**config.mk**
```make
export PLATFORM = sky130hd
export DESIGN_NAME = round_robin_server_assigner
export DESIGN_NICKNAME = d
export VERILOG_FILES = /design/src/design/rrsa_pkg.sv /design/src/design/round_robin_server_assigner.sv /design/src/design/rrsa_cell.sv
export SDC_FILE = /design/constraint.sdc
export NUM_CORES = 2
export LEC_CHECK = 0
export BUFFER_PORTS_ARGS = -buffer_cell sky130_fd_sc_hd__buf_4
export CAP_MARGIN = 25
export CORE_MARGIN = 5
export CORE_UTILIZATION = 60
export CTS_CLUSTER_SIZE = 30
export DETAILED_ROUTE_END_ITERATION = 8
export PLACE_DENSITY = 0.84
export SETUP_SLACK_MARGIN = 0.4
export SYNTH_ARGS = -nofsm -noshare
export SYNTH_HDL_FRONTEND = slang
export SYNTH_SLANG_ARGS = --single-unit
export TNS_END_PERCENT = 5
```
**constraint.sdc**
```tcl
create_clock -name clk -period 17.1 [get_ports clk]
set_input_delay 0.855 -clock clk [delete_from_list [all_inputs] [get_ports clk]]
set_output_delay 0.855 -clock clk [all_outputs]
set_load 0.01 [all_outputs]
```
**src/design/rrsa_pkg.sv**
```systemverilog
// Shared types, constants and helper functions for the round-robin server assigner.
// Used by rrsa_cell and round_robin_server_assigner; depends on nothing.
`default_nettype none

package rrsa_pkg;

	// Pool geometry
	localparam int MAX_SERVERS = 16;
	localparam int IDX_W       = (MAX_SERVERS > 1) ? $clog2(MAX_SERVERS) : 1;
	localparam int CNT_W       = $clog2(MAX_SERVERS + 1);

	// Field widths
	localparam int CFG_W  = 5;
	localparam int TIME_W = 30;
	localparam int WORD_W = 32;
	localparam int SIDX_W = 4;

	// Command codes
	localparam logic CMD_ASSIGN = 1'b0;
	localparam logic CMD_REPORT = 1'b1;

	localparam logic [WORD_W-1:0] COUNT_SAT = {WORD_W{1'b1}};

	typedef enum logic [2:0] {
		ST_IDLE,
		ST_REQ_CMP,
		ST_REQ_PICK,
		ST_RPT_MAX,
		ST_RPT_HIT
	} state_t;

	// Token that walks the row of cells during a report
	typedef struct packed {
		logic              valid;
		logic [WORD_W-1:0] best;
	} link_t;

	// Broadcast controls from the sequencer to every cell
	typedef struct packed {
		logic              scan_hit;
		logic [TIME_W-1:0] arrival;
		logic [WORD_W-1:0] busy_new;
	} cell_ctrl_t;

	// Number of servers in use, clamped to 1..MAX_SERVERS
	function automatic logic [CNT_W-1:0] pool_size(input logic [CFG_W-1:0] n);
		int unsigned nv;
		logic [CNT_W-1:0] k;
		nv = n;
		if (nv == 0) begin
			k = CNT_W'(1);
		end else if (nv > MAX_SERVERS) begin
			k = CNT_W'(MAX_SERVERS);
		end else begin
			k = CNT_W'(nv);
		end
		return k;
	endfunction

	// Keep only the lowest set bit
	function automatic logic [MAX_SERVERS-1:0] lowest_onehot(input logic [MAX_SERVERS-1:0] v);
		return v & (~v + MAX_SERVERS'(1));
	endfunction

	// Encode a one-hot vector as an index
	function automatic logic [IDX_W-1:0] onehot_to_index(input logic [MAX_SERVERS-1:0] v);
		logic [IDX_W-1:0] idx;
		idx = '0;
		for (int i = 0; i < MAX_SERVERS; i++) begin
			if (v[i]) begin
				idx = idx | IDX_W'(i);
			end
		end
		return idx;
	endfunction

endpackage

`default_nettype wire

```
**src/design/round_robin_server_assigner.sv**
```systemverilog
// Top level of the round-robin server assigner: sequencer, rotating pick and
// the row of rrsa_cell instances. Depends on rrsa_pkg and rrsa_cell.
//
//  channel   | handshake                  | payload
//  ----------+----------------------------+---------------------------------------------
//  command   | start / busy               | command, arrival_time, load_time
//  result    | result_valid (one cycle)   | server_index, no_server, served_count,
//            |                            | last_of_run
//  config    | cfg_we                     | cfg_data (num_servers)
//
// An assign request passes through ST_REQ_CMP (parallel free compare in the
// cells) and ST_REQ_PICK (rotating pick and update); its result is registered.
// A report walks the token through the row of MAX_SERVERS cells twice (maximum,
// then matches); its results leave one per match.
// busy is high while an item is at work. Reset clears all times, counts and the
// position at once. The receiver cannot stall: each result is valid for one cycle.
`default_nettype none

module round_robin_server_assigner
	import rrsa_pkg::*;
(
	input  wire logic              clk,
	input  wire logic              arst_n,
	input  wire logic              start,
	output logic                   busy,
	input  wire logic              command,
	input  wire logic [TIME_W-1:0] arrival_time,
	input  wire logic [TIME_W-1:0] load_time,
	input  wire logic              cfg_we,
	input  wire logic [CFG_W-1:0]  cfg_data,
	output logic                   result_valid,
	output logic [SIDX_W-1:0]      server_index,
	output logic                   no_server,
	output logic [WORD_W-1:0]      served_count,
	output logic                   last_of_run
);

	state_t state_q, state_d;

	logic [CFG_W-1:0]       num_servers_q;
	logic [IDX_W-1:0]       pos_q, pos_d;
	logic [TIME_W-1:0]      arrival_s1;
	logic [TIME_W-1:0]      load_s1;
	logic [MAX_SERVERS-1:0] free_s2;
	link_t                  seed_q, seed_d;
	logic [WORD_W-1:0]      best_q, best_d;
	logic                   pend_vld_q, pend_vld_d;
	logic [IDX_W-1:0]       pend_idx_q, pend_idx_d;

	logic                   res_vld_q, res_vld_d;
	logic [SIDX_W-1:0]      res_idx_q, res_idx_d;
	logic                   res_none_q, res_none_d;
	logic [WORD_W-1:0]      res_cnt_q, res_cnt_d;
	logic                   res_last_q, res_last_d;

	logic [CNT_W-1:0]       pool_k;
	logic [IDX_W-1:0]       pref;
	logic [CNT_W-1:0]       pref_inc;
	logic [MAX_SERVERS-1:0] ge_mask;
	logic [MAX_SERVERS-1:0] pick_oh;
	logic [MAX_SERVERS-1:0] upd_vec;
	logic [MAX_SERVERS-1:0] in_pool;
	logic [MAX_SERVERS-1:0] free_vec;
	logic [MAX_SERVERS-1:0] hit_vec;
	logic [WORD_W-1:0]      cnt_arr  [MAX_SERVERS];
	link_t                  link_arr [MAX_SERVERS];
	logic [WORD_W-1:0]      pick_cnt;
	logic [WORD_W-1:0]      pick_cnt_inc;
	logic                   found;
	cell_ctrl_t             ctrl;
	logic                   accept;

	assign accept = start && !busy;
	assign busy   = (state_q != ST_IDLE);
	assign pool_k = pool_size(num_servers_q);

	// Preferred server: a stale position acts as zero
	assign pref     = (CNT_W'(pos_q) < pool_k) ? pos_q : '0;
	assign pref_inc = CNT_W'(pref) + CNT_W'(1);

	// Rotating pick: first free at or after pref, else first free overall
	always_comb begin
		for (int i = 0; i < MAX_SERVERS; i++) begin
			ge_mask[i] = (IDX_W'(i) >= pref);
		end
	end

	assign found   = |free_s2;
	assign pick_oh = (|(free_s2 & ge_mask)) ? lowest_onehot(free_s2 & ge_mask)
	                                        : lowest_onehot(free_s2);
	assign upd_vec = (state_q == ST_REQ_PICK && found) ? pick_oh : '0;

	// Select the chosen server's count
	always_comb begin
		pick_cnt = '0;
		for (int i = 0; i < MAX_SERVERS; i++) begin
			if (pick_oh[i]) begin
				pick_cnt = pick_cnt | cnt_arr[i];
			end
		end
	end
	assign pick_cnt_inc = (pick_cnt == COUNT_SAT) ? pick_cnt : pick_cnt + WORD_W'(1);

	// Broadcast controls
	assign ctrl.scan_hit = (state_q == ST_RPT_HIT);
	assign ctrl.arrival  = arrival_s1;
	assign ctrl.busy_new = {{(WORD_W-TIME_W){1'b0}}, arrival_s1}
	                     + {{(WORD_W-TIME_W){1'b0}}, load_s1};

	// Row of server cells
	for (genvar g = 0; g < MAX_SERVERS; g++) begin : g_cell
		assign in_pool[g] = (CNT_W'(g) < pool_k);
		rrsa_cell u_cell (
			.clk      (clk),
			.arst_n   (arst_n),
			.in_pool  (in_pool[g]),
			.ctrl     (ctrl),
			.upd      (upd_vec[g]),
			.link_in  ((g == 0) ? seed_q : link_arr[(g == 0) ? 0 : g - 1]),
			.link_out (link_arr[g]),
			.free     (free_vec[g]),
			.hit      (hit_vec[g]),
			.count    (cnt_arr[g])
		);
	end

	// Next state, token injection and result loads
	always_comb begin
		state_d    = state_q;
		pos_d      = pos_q;
		seed_d     = '0;
		best_d     = best_q;
		pend_vld_d = pend_vld_q;
		pend_idx_d = pend_idx_q;
		res_vld_d  = 1'b0;
		res_idx_d  = res_idx_q;
		res_none_d = res_none_q;
		res_cnt_d  = res_cnt_q;
		res_last_d = res_last_q;
		case (state_q)
			ST_IDLE: begin
				if (accept) begin
					if (command == CMD_REPORT) begin
						seed_d.valid = 1'b1;
						state_d      = ST_RPT_MAX;
					end else begin
						state_d = ST_REQ_CMP;
					end
				end
			end
			ST_REQ_CMP: begin
				state_d = ST_REQ_PICK;
			end
			ST_REQ_PICK: begin
				pos_d      = (pref_inc >= pool_k) ? '0 : IDX_W'(pref_inc);
				res_vld_d  = 1'b1;
				res_last_d = 1'b1;
				res_none_d = !found;
				res_idx_d  = found ? SIDX_W'(onehot_to_index(pick_oh)) : '0;
				res_cnt_d  = found ? pick_cnt_inc : '0;
				state_d    = ST_IDLE;
			end
			ST_RPT_MAX: begin
				if (link_arr[MAX_SERVERS-1].valid) begin
					best_d      = link_arr[MAX_SERVERS-1].best;
					seed_d.valid = 1'b1;
					seed_d.best  = link_arr[MAX_SERVERS-1].best;
					pend_vld_d  = 1'b0;
					state_d     = ST_RPT_HIT;
				end
			end
			ST_RPT_HIT: begin
				// Emit the held match once the next one shows or the pass ends
				if (|hit_vec) begin
					if (pend_vld_q) begin
						res_vld_d  = 1'b1;
						res_last_d = 1'b0;
						res_none_d = 1'b0;
						res_idx_d  = SIDX_W'(pend_idx_q);
						res_cnt_d  = best_q;
					end
					pend_vld_d = 1'b1;
					pend_idx_d = onehot_to_index(hit_vec);
				end else if (link_arr[MAX_SERVERS-1].valid) begin
					res_vld_d  = 1'b1;
					res_last_d = 1'b1;
					res_none_d = 1'b0;
					res_idx_d  = SIDX_W'(pend_idx_q);
					res_cnt_d  = best_q;
					pend_vld_d = 1'b0;
					state_d    = ST_IDLE;
				end
			end
			default: begin
				state_d = ST_IDLE;
			end
		endcase
	end

	// State register and control
	always_ff @(posedge clk or negedge arst_n) begin
		if (!arst_n) begin
			state_q       <= ST_IDLE;
			num_servers_q <= CFG_W'(MAX_SERVERS);
			pos_q         <= '0;
			seed_q        <= '0;
			pend_vld_q    <= 1'b0;
			res_vld_q     <= 1'b0;
		end else begin
			state_q    <= state_d;
			pos_q      <= pos_d;
			seed_q     <= seed_d;
			pend_vld_q <= pend_vld_d;
			res_vld_q  <= res_vld_d;
			if (cfg_we) begin
				num_servers_q <= cfg_data;
			end
		end
	end

	// Payload registers
	always_ff @(posedge clk) begin
		if (accept) begin
			arrival_s1 <= arrival_time;
			load_s1    <= load_time;
		end
		if (state_q == ST_REQ_CMP) begin
			free_s2 <= free_vec;
		end
		best_q     <= best_d;
		pend_idx_q <= pend_idx_d;
		res_idx_q  <= res_idx_d;
		res_none_q <= res_none_d;
		res_cnt_q  <= res_cnt_d;
		res_last_q <= res_last_d;
	end

	assign result_valid = res_vld_q;
	assign server_index = res_idx_q;
	assign no_server    = res_none_q;
	assign served_count = res_cnt_q;
	assign last_of_run  = res_last_q;

	// A dropped request reports server zero with a zero count
	a_drop_fields: assert property (@(posedge clk) disable iff (!arst_n)
		(result_valid && no_server) |-> (server_index == '0 && served_count == '0 && last_of_run))
		else $error("dropped request carries nonzero fields");

	// At most one cell takes a request
	a_one_update: assert property (@(posedge clk) disable iff (!arst_n)
		$onehot0(upd_vec))
		else $error("more than one cell updated");

	// The report token meets one cell at a time
	a_one_hit: assert property (@(posedge clk) disable iff (!arst_n)
		$onehot0(hit_vec))
		else $error("several cells hit in one cycle");

	// A result that is not last belongs to a report still in progress
	a_mid_run: assert property (@(posedge clk) disable iff (!arst_n)
		(result_valid && !last_of_run) |-> (state_q == ST_RPT_HIT))
		else $error("non-final result outside a report");

	// An accepted item keeps the block busy in the next cycle
	a_accept_busy: assert property (@(posedge clk) disable iff (!arst_n)
		accept |=> busy)
		else $error("accepted item did not start work");

endmodule

`default_nettype wire

```
**src/design/rrsa_cell.sv**
```systemverilog
// One server cell: holds busy-until time and served count, checks freeness,
// and passes the report token to its neighbor. Depends on rrsa_pkg.
`default_nettype none

module rrsa_cell
	import rrsa_pkg::*;
(
	input  wire logic              clk,
	input  wire logic              arst_n,
	input  wire logic              in_pool,
	input  wire cell_ctrl_t        ctrl,
	input  wire logic              upd,
	input  wire link_t             link_in,
	output link_t                  link_out,
	output logic                   free,
	output logic                   hit,
	output logic [WORD_W-1:0]      count
);

	logic [WORD_W-1:0] busy_q;
	logic [WORD_W-1:0] count_q;
	link_t             link_q;
	link_t             link_d;

	// Compare own busy-until time with the request's arrival
	assign free  = in_pool && (busy_q <= {{(WORD_W-TIME_W){1'b0}}, ctrl.arrival});
	assign count = count_q;

	// Flag a busiest server as the second report pass goes by
	assign hit = ctrl.scan_hit && link_in.valid && in_pool && (count_q == link_in.best);

	// Fold own count into the running maximum, or pass the best count on
	always_comb begin
		link_d = link_in;
		if (!ctrl.scan_hit && in_pool && (count_q > link_in.best)) begin
			link_d.best = count_q;
		end
	end

	// Hold server state; update it when this cell takes a request
	always_ff @(posedge clk or negedge arst_n) begin
		if (!arst_n) begin
			busy_q       <= '0;
			count_q      <= '0;
			link_q.valid <= 1'b0;
			link_q.best  <= '0;
		end else begin
			link_q <= link_d;
			if (upd) begin
				busy_q <= ctrl.busy_new;
				if (count_q != COUNT_SAT) begin
					count_q <= count_q + WORD_W'(1);
				end
			end
		end
	end

	assign link_out = link_q;

endmodule

`default_nettype wire

```
---- After elaboration in Yosys (flattened, before gate mapping) ----
Cells that the tools add are included.
word-level totals
  flip-flop bits (word level) ............. 1749
  input bits .............................. 70
  output and inout bits ................... 40
  word-level logic and storage cells ...... 466
cells by class
  add/sub/neg operators ................... 21
  magnitude comparators ................... 67
  eq/ne operators ......................... 43
  muxes and demuxes ....................... 100
  bitwise operators ....................... 20
  reductions and logical operators ........ 132
operator list
  cell                                                                                count
  32-bit two-way mux                                                                  38
  32-bit by 1-bit adder with 32-bit output, second input constant                     17
  32-bit == test                                                                      16
  32-bit > comparator                                                                 16
  32-bit by 30-bit <= comparator with 1-bit output                                    16
  32-bit != test, second input constant                                               16
  32-bit bitwise OR                                                                   15
  1-bit logical AND                                                                   98
  32-bit one-hot mux with 2 select lines                                              1
  4-bit two-way mux                                                                   14
  16-bit bitwise AND                                                                  3
  16-bit OR reduction                                                                 3
  4-bit by 5-bit < comparator with 1-bit output, first input constant                 8
  3-bit two-way mux                                                                   12
  2-bit AND reduction                                                                 18
  33-bit two-way mux                                                                  1
  16-bit by 1-bit adder with 16-bit output, second input constant                     2
  32-bit == test, second input constant                                               1
  4-bit greater-or-equal comparator, first input constant                             8
  16-bit two-way mux                                                                  2
  16-bit inverter                                                                     2
  30-bit by 30-bit adder with 31-bit output                                           1
  3-bit by 5-bit < comparator with 1-bit output, first input constant                 4
  3-bit by 4-bit greater-or-equal comparator with 1-bit output, first input constant  4
  31 further kinds                                                                    67

---- Longest topological paths before layout ----
  word-level depth ........................ 46
  gate-level depth with buffers ........... 32
  mapped depth without buffers ............ 24

---- By module ----
A second synthesis with hierarchy kept.
unflattened totals
  cell total of the unflattened synthesis .. 9897
  area, all modules ....................... 108399.0 um2
by module, submodules not included
  module                             times used  cells an instance  area an instance (um2)  sequential area each (um2)
  rrsa_cell at g_cell[0].u_cell ...  15          497                5730.5                  2427.3
  round_robin_server_assigner        1           1939               16867.4                 5681.7
  rrsa_cell at g_cell[9].u_cell      1           503                5574.1                  2427.3

---- Worst setup path before layout ----
Ideal clock, no wire load.
  kind .................................... flip-flop to flip-flop
  start ................................... register num_servers_q[4]
  end ..................................... register res_cnt_q[23], in the netlist served_count[23], data pin
  library setup time ...................... 257 ps
  data arrival time ....................... 6403 ps
  data required time ...................... 16843 ps
  slack ................................... 10440 ps
  stages on the path, launching flop included .. 32
  path buffers ............................ 8
  clock period less this slack ............ 6660 ps
  cells stage by stage .................... dfstp_2 -> buf_2 -> inv_1 -> nand2_1 -> ha_1 -> and4b_1 -> o211a_1 -> buf_6 -> buf_6 -> clkbuf_1 -> nor2_1 -> inv_1 -> ha_1 -> clkbuf_1 -> and2_1 -> a211oi_1 -> and4_1 -> o21ai_1 -> nor2_1 -> clkbuf_1 -> clkbuf_1 -> a221o_1 -> a2111oi_0 -> nand3_1 -> or3_1 -> ha_1 -> nand3_1 -> or4_4 -> buf_6 -> o21ai_4 -> mux2i_1 -> nor3_2
on the way
  word-level cells in the longest chain between the ends .. 46
  elaborated cells between the ends (all ways) .. 114
  those cells by class .................... 2 x add/sub; 34 x order compare; 1 x eq/ne; 24 x mux; 18 x bitwise; 35 x reduce/logical
ends and longest elaborated chain
  item                                                                               line                                text
  start, declared                                                                    round_robin_server_assigner.sv:40   logic [CFG_W-1:0] num_servers_q;
  start signal, assigned                                                             round_robin_server_assigner.sv:204  num_servers_q <= CFG_W'(MAX_SERVERS);
  start signal, assigned                                                             round_robin_server_assigner.sv:216  num_servers_q <= cfg_data;
  5-bit > comparator                                                                 rrsa_pkg.sv:52                      end else if (nv > MAX_SERVERS) begin
  5-bit two-way mux                                                                  rrsa_pkg.sv:52
  5-bit two-way mux *                                                                rrsa_pkg.sv:50                      if (nv == 0) begin
  4-bit by 5-bit < comparator with 1-bit output                                      round_robin_server_assigner.sv:78   assign pref = (CNT_W'(pos_q) < pool_k) ? pos_q : '0;
  4-bit two-way mux                                                                  round_robin_server_assigner.sv:78
  1-bit by 4-bit greater-or-equal comparator with 1-bit output                       round_robin_server_assigner.sv:84   ge_mask[i] = (IDX_W'(i) >= pref);
  16-bit bitwise AND                                                                 round_robin_server_assigner.sv:89   assign pick_oh = (|(free_s2 & ge_mask)) ? lowest_onehot(free_s2 & ge_mask)
  16-bit inverter                                                                    rrsa_pkg.sv:62                      return v & (~v + MAX_SERVERS'(1));
  (+31 left out)                                                                     n/a
  32-bit two-way mux                                                                 round_robin_server_assigner.sv:97   if (pick_oh[i]) begin
  32-bit bitwise OR                                                                  round_robin_server_assigner.sv:98   pick_cnt = pick_cnt | cnt_arr[i];
  32-bit two-way mux                                                                 round_robin_server_assigner.sv:97
  32-bit by 1-bit adder with 32-bit output / 32-bit == test (equally long branches)  round_robin_server_assigner.sv:102  assign pick_cnt_inc = (pick_cnt == COUNT_SAT) ? pick_cnt : pick_cnt + WORD_W'(1);
  32-bit two-way mux                                                                 round_robin_server_assigner.sv:102
  32-bit two-way mux                                                                 round_robin_server_assigner.sv:160  res_cnt_d = found ? pick_cnt_inc : '0;
  32-bit one-hot mux with 2 select lines *                                           round_robin_server_assigner.sv:140  case (state_q)
  named net res_cnt_d[23]                                                            round_robin_server_assigner.sv:53   logic [WORD_W-1:0] res_cnt_q, res_cnt_d;
  end signal, assigned                                                               round_robin_server_assigner.sv:234  res_cnt_q <= res_cnt_d;
  end, declared                                                                      round_robin_server_assigner.sv:53
The timed path passes the listed nets; every way through them passes the cells marked *.
A chain may end at the register's enable or synchronous reset.

---- Worst setup path after layout ----
  start ................................... register num_servers_q[4]
  end ..................................... register res_cnt_q[4], in the netlist served_count[4], data pin
The elaborated chain is that of the path after synthesis.

==> out/results.tsv <==
metric	value	unit
Die Wd	417	um
drt initial violations	11800	
Worst-Skew Late Latency	0.87	ns
Async S/R FF share, synth	0.913	
failing checks	DRC, hold timing, slew limit	
EDFF count, synth	150	
vias in the first global route	82800	
max frequency	108	MHz
Fillers	12300	
Post-DP Area	103000	um2
IO Count	110	
hold crit path type	in2async	
Pre-Repair DR Iteration Count	9	
Total Power	14.3	mW
total wire length	420000	um
post-synthesis simple-gate area fraction	0.156	
period utilization	0.543	
minimum hold slack	-0.0138	ns
combinational family with the most area after synthesis	simple AND/OR/NAND/NOR gates	
CTS max path bufs	3	
Comb power frac	0.352	
Min Clock Period, post-route	9.29	ns
status	finished with violations	
clock power share	0.287	
Port-buffer cells	109	
DR vias	85000	
largest net degree at the start of global routing	183	
Crit Path Category	reg2reg	
Nets	11100	
cells after synthesis	9918	
Worst Clk Skew	0.0410	ns
drt wl/cell	34.0	um
CTS tree	built	
CP max FO	18	
first-pass GRT wire length	594000	um
post-synthesis sequential area ratio	0.444	
Netlist cell types	101	
sequential fraction of design power	0.361	
Crit path arrival time	9.90	ns
synthesized net count	11000	
#FFs+latches synth	1733	
CP required	17.71	ns
CTS Buf Count	181	
Worst setup SP type	flip-flop	
Resized Gates After CTS	0	
worst-margin pin slew	1.52	ns
post-synthesis mux area share	0.0589	
IR drop worst, VDD	0.000170	V
switching part of the total	0.391	
Layout area overhead	10.2	%
Hold Vio Cnt, Final	22	
clock transition at the registers of the reported paths	0.07	ns
Final setup viols	0	
Post-DP HPWL	319000	um
commonest non-fill, non-tap cell in the layout	dfrtp_1	
switching pwr	5.58	mW
Max-Cap Viols	0	
postcts setup bufs	0	
starting density of the core	0.603	
DRC Markers	8	
Tot GR Track Use	0.476	
slack of the worst reg-to-reg path	7.81	ns
leading post-synthesis cells by cell area	dfrtp_1 (40%), ha_1 (13%), mux2_2 (5.4%), edfxtp_1 (4.5%), o21ai_0 (4.1%)	
Root Buffer Master	clkbuf_16	
internal power	8.69	mW
RSZ-0062 raised after global routing	no	
Post-Synth Adder-Cell Area	0.133	
Routed Antenna Nets	0	
setup tns final	0	ns
Routability Congestion	1.11	
Compound-Gate Fraction of Synth Area	0.121	
Sink Count	1733	
row cnt	149	
CORE AREA	165000	um2
mapped cell area	99500	um2
Worst Setup End Kind	flip-flop	
Ys Warns	0	
Synth Flop Type	dfrtp_1	
Die Y	417	um
top cell type's share of synthesized area	0.398	
final slew viol count	1	
Power Density	130	nW/um2
Post-Synth XOR/XNOR Area	0.0471	
syn_area_per_cell	10.0	um2
initial antenna violation count	59	
LEAKAGE	51.3	nW
htree depth	4	
post-route cell area	110000	um2
Max-slew headroom	-0.0142	
gr ovfl total	0	
commonest non-fill, non-tap cells in the layout	dfrtp_1 (1582), ha_1 (1052), nand2_1 (1032)	
layout cells sized above 1	0.118	
vias per cell	6.88	
largest area contributor in the netlist	dfrtp_1	
Die Area	174000	um2
hold bufs inserted after CTS	0	
==> worst paths after layout <==
kind | from | to | cells past startpoint
worst min-delay path | arst_n | g_cell[9].u_cell.count[8] | 1
worst min register to register | g_cell[6].u_cell.link_out[32] | g_cell[7].u_cell.link_out[32] | 0
worst max register to register | num_servers_q[4] | served_count[4] | 24
worst max-delay path | num_servers_q[4] | served_count[4] | 24
min in group clk | arrival_time[1] | arrival_s1[1] | 1
max in group asynchronous | arst_n | g_cell[3].u_cell.link_out[11] | 5
==> through the flow <==
stage	std cells	setup WS, ns	utilization
final	12400	7.81	0.664
after global routing	12300	7.58	0.664
after CTS	12300	8.13	0.663
after detailed placement	12000	8.07	0.626
after global placement	12000	8.40	0.626
after floorplan	9918	10.44	-
==> power groups by stage <==
| stage | clock network [mW] | registers [mW] | logic (mW) |
|---|---|---|---|
| finish | 4.09 | 5.15 | 5.03 |
| detailed placement | 0 | 5.18 | 4.78 |
| CTS | 4.10 | 5.11 | 4.83 |
| global route | 4.28 | 5.17 | 5.29 |
| global placement | 0 | 5.16 | 4.59 |
| floorplan | 0 | 4.96 | 2.95 |
==> critical path, stage by stage (launching register included) <==
cell and delay (ns):
dfstp_2 0.75, inv_1 0.19, nand2_1 0.21, ha_1 0.29, a211oi_1 0.69, nor2_1 0.25
nor2_1 0.18, nand2_1 0.12, inv_1 0.15, ha_1 0.22, nand4b_1 0.23, a211oi_1 0.41
a21oi_1 0.37, nor2_1 0.94, and3_1 0.88, a21o_1 0.53, a22o_1 0.23, a221oi_1 0.06
nand3_1 0.32, ha_1 0.41, nand3_1 0.19, nor4_2 0.78, a211oi_2 0.18, xnor2_1 0.16
mux2_2 0.27
==> Yosys cell counts, types with 17 or more instances <==
master and n:
and4b_1 17, xor2_1 133, a221o_1 54, and2_1 78, or2_2 22, and4_1 38
o211ai_1 35, nor3_1 120, or3_1 31, a22o_1 61, nand3_1 334, ha_1 1052
a211oi_1 29, o21ai_1 18, buf_1 30, a21o_1 117, nand2_1 1043, mux2i_1 44
dfrtp_1 1582, a21oi_1 405, o2111ai_1 17, a31oi_1 28, mux2_2 481, buf_2 42
nor2_1 366, edfxtp_1 150, a222oi_1 33, inv_1 646, a221oi_1 56, a22oi_1 81
o21a_1 36, and3_1 146, o21ai_0 819, nor4_1 43, nor2b_1 222, clkbuf_1 322
xnor2_1 402, nand4_1 354, nand2b_1 187
==> routing by layer <==
layer / part of all wire / vias up / track usage
li1: - / 35500 / -
met1: 0.37 / 42100 / 0.603
met2: 0.42 / 5759 / 0.687
met3: 0.12 / 1575 / 0.145
met4: 0.095 / 26 / 0.358
met5: 0.00039 / - / 0
==> sequential cells by signal (all words and copies together), names as in the netlist <==
| signal | cells |
|---|---|
| arrival_s1 | 30 |
| best_q | 32 |
| free_s2 | 16 |
| g_cell.u_cell.busy_q | 496 |
| g_cell.u_cell.count | 512 |
| g_cell.u_cell.link_out | 528 |
| last_of_run | 1 |
| load_s1 | 30 |
| no_server | 1 |
| num_servers_q | 5 |
| pend_idx_q | 4 |
| pend_vld_q | 1 |
| pos_q | 4 |
| result_valid | 1 |
| seed_q | 33 |
| served_count | 32 |
| server_index | 4 |
| state_q | 3 |
==> layout make-up <==
type | instances | area (um2) | area share
antenna | 26 | 65.1 | 0.000594
sequential | 1733 | 44100 | 0.403
inverter | 646 | 2420 | 0.0221
clock inverter | 68 | 785 | 0.00716
clock buffer | 261 | 5350 | 0.0488
tap | 2189 | 2740 | 0.0250
multi-input combinational | 7136 | 51700 | 0.471
timing repair buffer | 305 | 2460 | 0.0225
==> cells by family (layout without fill, tap and decap cells) <==
logic type / after synthesis / after routing
buffers and inverters: 1049 / 1280
flip-flops: 1733 / 1733
AO/OA/AOI/OAI: 1946 / 1946
AND/OR/NAND/NOR: 3077 / 3077
XOR/XNOR: 535 / 535
adder cells (fa/ha/maj): 1053 / 1053
other: 0 / 26
multiplexers: 525 / 525
(Power assumes the default switching activity.)
